$ cat src/qpp_pkg.sv
// ----------------------------------------------------------------------------
// qpp_pkg
// Shared constants, register codes and lane types of the queue pick block.
// ----------------------------------------------------------------------------
package qpp_pkg;

   // number of occupancy ports and their width
   localparam int NUM_PORTS = 8;
   localparam int OCC_W     = 16;
   localparam int IDX_W     = 3;
   localparam int CNT_W     = 4;

   // parameter defaults
   localparam int QUEUES_DEF   = 8;
   localparam int OCC_BITS_DEF = 16;

   // register map
   localparam int CSR_DATA_W = 32;
   localparam int CSR_ADDR_W = 3;
   localparam logic REG_MODE       = 1'b0;
   localparam logic REG_NUM_QUEUES = 1'b1;

   // pick rule codes; codes above the largest rule pick queue 0
   localparam logic [2:0] MODE_SMALLEST = 3'd0;
   localparam logic [2:0] MODE_CYCLIC   = 3'd1;
   localparam logic [2:0] MODE_RANDOM   = 3'd2;
   localparam logic [2:0] MODE_FIRST    = 3'd3;
   localparam logic [2:0] MODE_LARGEST  = 3'd4;

   // reset values
   localparam logic [2:0]       MODE_RESET = MODE_SMALLEST;
   localparam logic [CNT_W-1:0] NUMQ_RESET = 4'd8;
   localparam logic [15:0]      LFSR_SEED  = 16'hACE1;
   localparam logic [15:0]      LFSR_TAPS  = 16'hB400;

   // what one lane hands to the merge tree
   typedef struct packed {
      logic             active;
      logic [OCC_W-1:0] key;
   } lane_type;

endpackage

$ cat src/qpp_lane.sv
// ----------------------------------------------------------------------------
// qpp_lane
// One queue lane: masks the occupancy, folds the largest rule into a
// smallest search and marks whether the queue is in use.
// ----------------------------------------------------------------------------
module qpp_lane
   import qpp_pkg::*;
#(
   parameter int LANE_IDX = 0,
   parameter int OCC_BITS = OCC_BITS_DEF
) (
   input  logic [OCC_W-1:0] occupancy,
   input  logic [CNT_W-1:0] active_count,
   input  logic             invert,
   output lane_type         lane
);

   localparam int CMP_BITS = (OCC_BITS < OCC_W) ? OCC_BITS : OCC_W;
   localparam logic [OCC_W-1:0] KEY_MASK = OCC_W'((33'd1 << CMP_BITS) - 33'd1);
   localparam logic [CNT_W-1:0] LANE_POS = CNT_W'(LANE_IDX);

   logic [OCC_W-1:0] masked;

   // largest search runs as smallest over complemented keys
   always_comb begin
      masked      = occupancy & KEY_MASK;
      lane.key    = invert ? (~masked & KEY_MASK) : masked;
      lane.active = (LANE_POS < active_count);
   end

endmodule

$ cat src/qpp_merge.sv
// ----------------------------------------------------------------------------
// qpp_merge
// Merge tree over all lanes: finds the active lane with the smallest key,
// ties going to the lower index.
// ----------------------------------------------------------------------------
module qpp_merge
   import qpp_pkg::*;
(
   input  lane_type         lanes [NUM_PORTS],
   output logic [IDX_W-1:0] best_idx
);

   typedef struct packed {
      logic             active;
      logic [OCC_W-1:0] key;
      logic [IDX_W-1:0] idx;
   } node_type;

   node_type lvl0 [8];
   node_type lvl1 [4];
   node_type lvl2 [2];
   node_type root;

   // right node wins only when strictly better
   function automatic node_type pick_node(input node_type a, input node_type b);
      node_type r;
      if (b.active && (!a.active || (b.key < a.key))) begin
         r = b;
      end else begin
         r = a;
      end
      return r;
   endfunction

   always_comb begin
      for (int i = 0; i < 8; i++) begin
         lvl0[i].active = lanes[i].active;
         lvl0[i].key    = lanes[i].key;
         lvl0[i].idx    = IDX_W'(i);
      end
      for (int i = 0; i < 4; i++) begin
         lvl1[i] = pick_node(lvl0[2*i], lvl0[2*i+1]);
      end
      for (int i = 0; i < 2; i++) begin
         lvl2[i] = pick_node(lvl1[2*i], lvl1[2*i+1]);
      end
      root     = pick_node(lvl2[0], lvl2[1]);
      best_idx = root.idx;
   end

endmodule

$ cat src/queue_pick_policy_unit.sv
// ----------------------------------------------------------------------------
// queue_pick_policy_unit
// Picks one queue per request under the configured rule.
// The pick is registered in the output register, or in the skid entry if the
// output is held. Throughput: one request per clock while req_stall is low;
// eight lanes, a three-level merge tree and the pointer and LFSR update are
// combinational. A two-entry output buffer takes requests while a result waits.
// Reset: mode smallest, 8 queues, cyclic pointer 0, LFSR 0xACE1, buffer empty.
// ----------------------------------------------------------------------------
module queue_pick_policy_unit
   import qpp_pkg::*;
#(
   parameter int QUEUES   = QUEUES_DEF,
   parameter int OCC_BITS = OCC_BITS_DEF
) (
   input  logic                  clock,
   input  logic                  reset,
   // request channel
   input  logic                  req_valid,
   output logic                  req_stall,
   input  logic [OCC_W-1:0]      req_occupancy_0,
   input  logic [OCC_W-1:0]      req_occupancy_1,
   input  logic [OCC_W-1:0]      req_occupancy_2,
   input  logic [OCC_W-1:0]      req_occupancy_3,
   input  logic [OCC_W-1:0]      req_occupancy_4,
   input  logic [OCC_W-1:0]      req_occupancy_5,
   input  logic [OCC_W-1:0]      req_occupancy_6,
   input  logic [OCC_W-1:0]      req_occupancy_7,
   // result channel
   output logic                  rsp_valid,
   input  logic                  rsp_stall,
   output logic [IDX_W-1:0]      rsp_queue_index,
   // register port
   input  logic                  psel,
   input  logic                  penable,
   input  logic                  pwrite,
   input  logic [CSR_ADDR_W-1:0] paddr,
   input  logic [CSR_DATA_W-1:0] pwdata,
   output logic [CSR_DATA_W-1:0] prdata,
   output logic                  pready
);

   localparam logic [CNT_W-1:0] QUEUE_MAX = CNT_W'(QUEUES);

   logic [2:0]       mode_ff, mode_in;
   logic [CNT_W-1:0] numq_ff, numq_in;
   logic [IDX_W-1:0] ptr_ff, ptr_in;
   logic [15:0]      lfsr_ff, lfsr_in;
   logic             out_valid_ff, out_valid_in;
   logic [IDX_W-1:0] out_idx_ff, out_idx_in;
   logic             skid_valid_ff, skid_valid_in;
   logic [IDX_W-1:0] skid_idx_ff, skid_idx_in;

   logic             csr_write;
   logic             accept;
   logic             take;
   logic             out_free;
   logic [CNT_W-1:0] active_count;
   logic [OCC_W-1:0] occ [NUM_PORTS];
   lane_type         lanes [NUM_PORTS];
   logic [IDX_W-1:0] tree_idx;
   logic [IDX_W-1:0] cyc_pick;
   logic [CNT_W-1:0] cyc_next;
   logic [15:0]      lfsr_step;
   logic [19:0]      scaled;
   logic [IDX_W-1:0] pick;

   // register port
   assign pready    = 1'b1;
   assign csr_write = psel && penable && pwrite && pready;

   always_comb begin
      mode_in = mode_ff;
      numq_in = numq_ff;
      if (csr_write) begin
         if (paddr[2] == REG_MODE) begin
            mode_in = pwdata[2:0];
         end else begin
            numq_in = pwdata[CNT_W-1:0];
         end
      end
      if (paddr[2] == REG_MODE) begin
         prdata = {{(CSR_DATA_W-3){1'b0}}, mode_ff};
      end else begin
         prdata = {{(CSR_DATA_W-CNT_W){1'b0}}, numq_ff};
      end
   end

   // clamp the queue count to 1..QUEUES
   always_comb begin
      if (numq_ff == '0) begin
         active_count = CNT_W'(1);
      end else if (numq_ff > QUEUE_MAX) begin
         active_count = QUEUE_MAX;
      end else begin
         active_count = numq_ff;
      end
   end

   // lanes and merge tree
   assign occ[0] = req_occupancy_0;
   assign occ[1] = req_occupancy_1;
   assign occ[2] = req_occupancy_2;
   assign occ[3] = req_occupancy_3;
   assign occ[4] = req_occupancy_4;
   assign occ[5] = req_occupancy_5;
   assign occ[6] = req_occupancy_6;
   assign occ[7] = req_occupancy_7;

   for (genvar g = 0; g < NUM_PORTS; g++) begin : g_lane
      qpp_lane #(
         .LANE_IDX (g),
         .OCC_BITS (OCC_BITS)
      ) u_lane (
         .occupancy    (occ[g]),
         .active_count (active_count),
         .invert       (mode_ff == MODE_LARGEST),
         .lane         (lanes[g])
      );
   end

   qpp_merge u_merge (
      .lanes    (lanes),
      .best_idx (tree_idx)
   );

   // cyclic pointer, stale pointer falls back to queue 0
   always_comb begin
      cyc_pick = ({1'b0, ptr_ff} < active_count) ? ptr_ff : '0;
      cyc_next = CNT_W'(cyc_pick) + CNT_W'(1);
      if (cyc_next == active_count) begin
         cyc_next = '0;
      end
   end

   // galois lfsr step and scaling into 0..n-1
   always_comb begin
      lfsr_step = {1'b0, lfsr_ff[15:1]};
      if (lfsr_ff[0]) begin
         lfsr_step = lfsr_step ^ LFSR_TAPS;
      end
      scaled = {4'b0, lfsr_step} * {16'b0, active_count};
   end

   // rule select
   always_comb begin
      case (mode_ff)
         MODE_SMALLEST: pick = tree_idx;
         MODE_LARGEST:  pick = tree_idx;
         MODE_CYCLIC:   pick = cyc_pick;
         MODE_RANDOM:   pick = scaled[16 +: IDX_W];
         MODE_FIRST:    pick = '0;
         default:       pick = '0;
      endcase
   end

   // rule state advances only in its own mode
   always_comb begin
      ptr_in  = ptr_ff;
      lfsr_in = lfsr_ff;
      if (accept && (mode_ff == MODE_CYCLIC)) begin
         ptr_in = cyc_next[IDX_W-1:0];
      end
      if (accept && (mode_ff == MODE_RANDOM)) begin
         lfsr_in = lfsr_step;
      end
   end

   // output register with skid entry
   assign req_stall       = skid_valid_ff;
   assign accept          = req_valid && !req_stall;
   assign take            = out_valid_ff && !rsp_stall;
   assign out_free        = !out_valid_ff || take;
   assign rsp_valid       = out_valid_ff;
   assign rsp_queue_index = out_idx_ff;

   always_comb begin
      out_valid_in  = out_valid_ff;
      out_idx_in    = out_idx_ff;
      skid_valid_in = skid_valid_ff;
      skid_idx_in   = skid_idx_ff;
      if (out_free) begin
         if (skid_valid_ff) begin
            out_valid_in = 1'b1;
            out_idx_in   = skid_idx_ff;
         end else begin
            out_valid_in = accept;
            out_idx_in   = pick;
         end
         skid_valid_in = 1'b0;
      end else if (accept) begin
         skid_valid_in = 1'b1;
         skid_idx_in   = pick;
      end
   end

   always_ff @(posedge clock) begin
      if (reset) begin
         mode_ff       <= MODE_RESET;
         numq_ff       <= NUMQ_RESET;
         ptr_ff        <= '0;
         lfsr_ff       <= LFSR_SEED;
         out_valid_ff  <= 1'b0;
         skid_valid_ff <= 1'b0;
      end else begin
         mode_ff       <= mode_in;
         numq_ff       <= numq_in;
         ptr_ff        <= ptr_in;
         lfsr_ff       <= lfsr_in;
         out_valid_ff  <= out_valid_in;
         skid_valid_ff <= skid_valid_in;
      end
   end

   always_ff @(posedge clock) begin
      out_idx_ff  <= out_idx_in;
      skid_idx_ff <= skid_idx_in;
   end

   // skid entry only fills behind a held result
   a_skid_behind_out: assert property (@(posedge clock) disable iff (reset)
      skid_valid_ff |-> out_valid_ff)
      else $error("skid entry valid with empty output register");

   // the lfsr never locks up at zero
   a_lfsr_nonzero: assert property (@(posedge clock) disable iff (reset)
      lfsr_ff != '0)
      else $error("lfsr reached zero");

   // lfsr holds unless a random-mode request is taken
   a_lfsr_hold: assert property (@(posedge clock) disable iff (reset)
      !(accept && (mode_ff == MODE_RANDOM)) |=> $stable(lfsr_ff))
      else $error("lfsr moved outside random mode");

   // a fresh pick in the output register lies inside the queue count
   a_pick_in_range: assert property (@(posedge clock) disable iff (reset)
      (accept && out_free && !skid_valid_ff) |=> ({1'b0, out_idx_ff} < $past(active_count)))
      else $error("picked queue outside active range");

endmodule
$ cat config.mk
export PLATFORM = sky130hd
export DESIGN_NAME = queue_pick_policy_unit
export DESIGN_NICKNAME = d
export VERILOG_FILES = /design/src/qpp_pkg.sv /design/src/qpp_lane.sv /design/src/qpp_merge.sv /design/src/queue_pick_policy_unit.sv
export SDC_FILE = /design/constraint.sdc
export NUM_CORES = 1
export LEC_CHECK = 0
export BUFFER_PORTS_ARGS = -buffer_cell sky130_fd_sc_hd__buf_4
export CORE_ASPECT_RATIO = 0.5
export CORE_MARGIN = 10
export CORE_UTILIZATION = 55
export CTS_CLUSTER_SIZE = 40
export DETAILED_ROUTE_END_ITERATION = 8
export GPL_TIMING_DRIVEN = 0
export PLACE_DENSITY = 0.83
export SYNTH_ARGS = -nofsm -noshare
export SYNTH_HDL_FRONTEND = slang
export SYNTH_SLANG_ARGS = --single-unit
$ cat constraint.sdc
create_clock -name clock -period 10.35 [get_ports clock]
set_clock_uncertainty 0.05 [all_clocks]
set_input_delay 1.035 -clock clock [delete_from_list [all_inputs] [get_ports clock]]
set_output_delay 1.035 -clock clock [all_outputs]
set_load 0.05 [all_outputs]
==> results.txt <==
The count of TritonRoute iterations in the first routing pass is 5. The shortest clock period the worst path allows after layout is 8.42 ns. The detailed-route DRC error count is 0. The maximum fanout count along the critical path came out at 10. Of the total synthesized cell area, the portion taken by XOR and XNOR cells is 10.4%. The start of the worst register-to-register path is mode_ff[1]. The buffer cell driving the clock tree root is clkbuf_16. The setup path with the least slack is of type reg -> reg. The area fraction in and, or, nand and nor cells after synthesis is 25.0%. Of the total power, the share spent switching nets is 46.2%. The slew at the pin closest to its max-slew limit came out at 0.868 ns. Counting both buffers and inverters, the worst setup path holds a total of 6. The count of standard-cell rows came out at 31.

The max-capacitance violation count is 0. The synthesized flop and latch total came out at 34. For this block, the initial DRC count from the detailed router was 666. The routed layout has 8669 vias.

The width of the die is 194 um. Counting the buffers created by CTS gives 5. Routability-driven placement finished with a final weighted congestion of 0.965.

The CTS sink count is 34. The maximum resistive drop on vdd came out at 0.0703 mV. The maximum cell stage delay along the critical path came out at 0.72 ns. Counting stages on the worst path, the most repeated cell is a21oi_1. The cts-stage hold buffer count is 0. The total routed wirelength is 25.6 mm. The part of the power in the clock network is 15.7%.

In this run, the combinational gates consume 68.9% of the power. Across every metal layer, demand over resource in global routing totals 23.2%. The sequential share of the synthesized area came out at 8.87%. Sequential cells burn 15.4% of the power. Ranked by total cell area, the synthesized netlist is headed by ha_1, xnor2_1, dfxtp_1. The number of nets in the layout came out at 1579. In the final routed layout, each cell accounts on average for 16.9 um. The number of cells on the critical path is 36. The starting density of the core came out at 57.0%. The most used flip-flop cell after synthesis is dfxtp_1.

The total power divided by cell area came out at 101 nW/um2. The critical path required time came out at 10.41 ns. The number of enable-type register cells in the synthesized netlist came out at 6. Once the clock tree was built, the resizer swapped 0 gates to a different size. The cell type of the slowest stage on the worst timing path is nor3b_2.

Yosys printed 0 warnings. The peak clock frequency supported by timing came out at 119 MHz. Grouping stages by cell kind, the critical path spends the most delay in compound AO/OA/AOI/OAI gates. STA classifies the critical path startpoint as a register. The remaining global-route overflow is 0. The maximum number of pins on one net before global-route repair is 11. Counting instances in the post-synthesis netlist gives the leading cell types as nand2_1, inv_1, nor2_1.

The placed instances occupy a cell area of 9810 um2. The final period utilization came out at 81.4%. The launch instance of the worst min-delay path is lfsr_ff[13]. The final antenna-violating net count came out at 0. The count of pins over their slew limit came out at 0. The wire-length estimate of the detail-placed layout is 21.7 mm. The endpoint of the worst-slack reg-to-reg timing path is rsp_queue_index[0]. The static leakage is 4.69 nW. Synthesis produced a netlist whose cell count is 1134. After synthesis, the largest family of logic cells by area is simple AND/OR/NAND/NOR gates. The core footprint is 14700 um2. The H-tree depth came out at 2. The run finished with clean final reports. The hold violation total from the final report came out at 0. In this run the count of I/O pins placed on the die edge is 208.

The setup TNS after final layout is 0 ns. The clock-pin slew of the registers on the worst-case setup and hold paths is 0.05 ns. The first-pass GRT wire length is 41.2 mm. The cell area after layout is 9960 um2. The post-CTS setup buffer count is 0. The nature of the critical path endpoint is a register. TritonCTS built the clock tree. Data on the critical path arrives at its endpoint at 8.48 ns. 0 antenna diodes ended up in the layout.

The worst setup slack for register-to-register paths came out at 1.93 ns. After Yosys synthesis, full adders, half adders and majority gates account for 21.2% of the synthesized area. The number of global-route vias before repair came to 8604.

Dividing the detail-routed via count by the number of cells gives 5.73. The worst hold slack came out at 0.450 ns. In this run the mean area of a mapped cell was 7.37 um2. The full die area is 20800 um2. The synthesized netlist occupies a cell area of 8350 um2. The number of cells on the worst reg-to-reg path came out at 36.

The post-synthesis async set-or-reset flop share came out at 0%. The worst relative slew slack is 41.9%. The most used standard cell by instance count after synthesis is nand2_1. The internal power is 0.543 mW. The worst hold path belongs to the class reg -> reg. The port buffer count came out at 147. Setup repair after global routing left no endpoint under its margin. The maximum clock insertion buffer count came out at 2. Of all cell types, the one taking the most synthesized area is ha_1. Cells fill 68.0% of the core in the end. The post-synthesis compound-gate area fraction came out at 18.3%. The number of distinct library cells after synthesis is 83. The switching power of the nets came out at 0.467 mW.

The initial antenna violation count is 0. The post-synthesis mux area share is 7.32%. The floorplan step set the die height to 107 um.

After synthesis, the largest area contributor takes up 10.0% of total cell area. Tracing the worst setup path back leads to its startpoint at mode_ff[1]. Setup violations remaining at the end of the flow were counted as 0. The clock latency reported for the late side of the worst-skew pair is 0.28 ns. The capturing instance or port of the critical path is rsp_queue_index[0].

The area growth from synthesis to layout is 19.3%. The ratio of cells with drive above 1 in the final layout came out at 16.3%.
==> worst register-to-register path, delay by kind of cell (launching register included) <==
kind / cells / cell delay (ns)
AOI/OAI and AO/OA: 17 / 3.58
and+or+nand+nor: 10 / 1.95
buffers and inverters: 6 / 1.49
adders and majority gates: 2 / 0.63
DFF: 1 / 0.31
xor gates and xnor gates: 1 / 0.28
==> power groups by stage <==
stage	Combinational [mW]	Clock [mW]	Sequential, mW
finish	0.696	0.158	0.155
CTS	0.682	0.157	0.155
detailed placement	0.675	0	0.158
global route	0.768	0.162	0.156
global placement	0.652	0	0.158
floorplan	0.464	0	0.181
==> layout make-up <==
cell class	instances	area (um2)
buffer	74	420
clock buffer	8	158
fill	1261	4700
inverter	87	327
multi-input combinational	966	6970
sequential	34	741
tap	198	248
timing repair buffer	147	1100
==> through the flow <==
stage / cells / setup WS, ns / total power [mW]
floorplan: 1161 / 3.32 / 0.645
global placement: 1506 / 2.07 / 0.810
detailed placement: 1506 / 2.03 / 0.833
CTS: 1514 / 2.26 / 0.994
global route: 1514 / 1.44 / 1.09
finish: 1514 / 1.93 / 1.01
==> sequential cells by signal (all words and copies together) (netlist names) <==
signal           count
lfsr_ff             16
mode_ff              3
numq_ff              4
ptr_ff               3
req_stall            1
rsp_queue_index      3
rsp_valid            1
skid_idx_ff          3
==> routing by layer <==
metal,GRT usage [%],vias up,wire length [um]
met5,0,-,0
met4,5.29,0,479
met3,4.45,45,2060
met2,41.9,335,12300
met1,28.1,4047,10800
li1,-,4242,-
==> worst min path at each step <==
stage	depth (start not counted)	end
after detailed placement	1	lfsr_ff[13]
after CTS	1	lfsr_ff[13]
after global placement	1	lfsr_ff[13]
after global routing	1	lfsr_ff[13]
final	1	lfsr_ff[13]
after floorplan	1	lfsr_ff[13]
==> kinds of logic after synthesis <==
group	count (synthesis)
other	2
AO/OA/AOI/OAI	235
AND/OR/NAND/NOR	410
flip-flops	34
XOR/XNOR	99
adder cells (fa/ha/maj)	133
multiplexers	60
buffers and inverters	161
==> layout by cell type, fill, tap and decap left out, types with 5 or more instances in the layout <==
cell / instances
buf_4: 178
nand2_1: 127
inv_1: 87
nor2_1: 87
xnor2_1: 76
a21oi_1: 74
ha_1: 67
o21ai_0: 56
mux2i_1: 54
nor2b_1: 48
maj3_1: 39
nand2b_1: 38
clkbuf_1: 29
conb_1: 29
dfxtp_1: 28
fa_1: 27
xor2_1: 23
a21o_1: 18
nor3_1: 16
and2_1: 16
nand3_1: 15
nand4_1: 13
a211oi_1: 9
buf_2: 8
and3_1: 7
a22oi_1: 6
o211ai_1: 6
nand3b_1: 6
clkbuf_16: 6
edfxtp_1: 6
buf_1: 5
or3_1: 5
nand4b_1: 5
or4_1: 5
o21bai_1: 5
mux2_2: 5
nor3b_1: 5
Power figures use the tool's default switching activity.
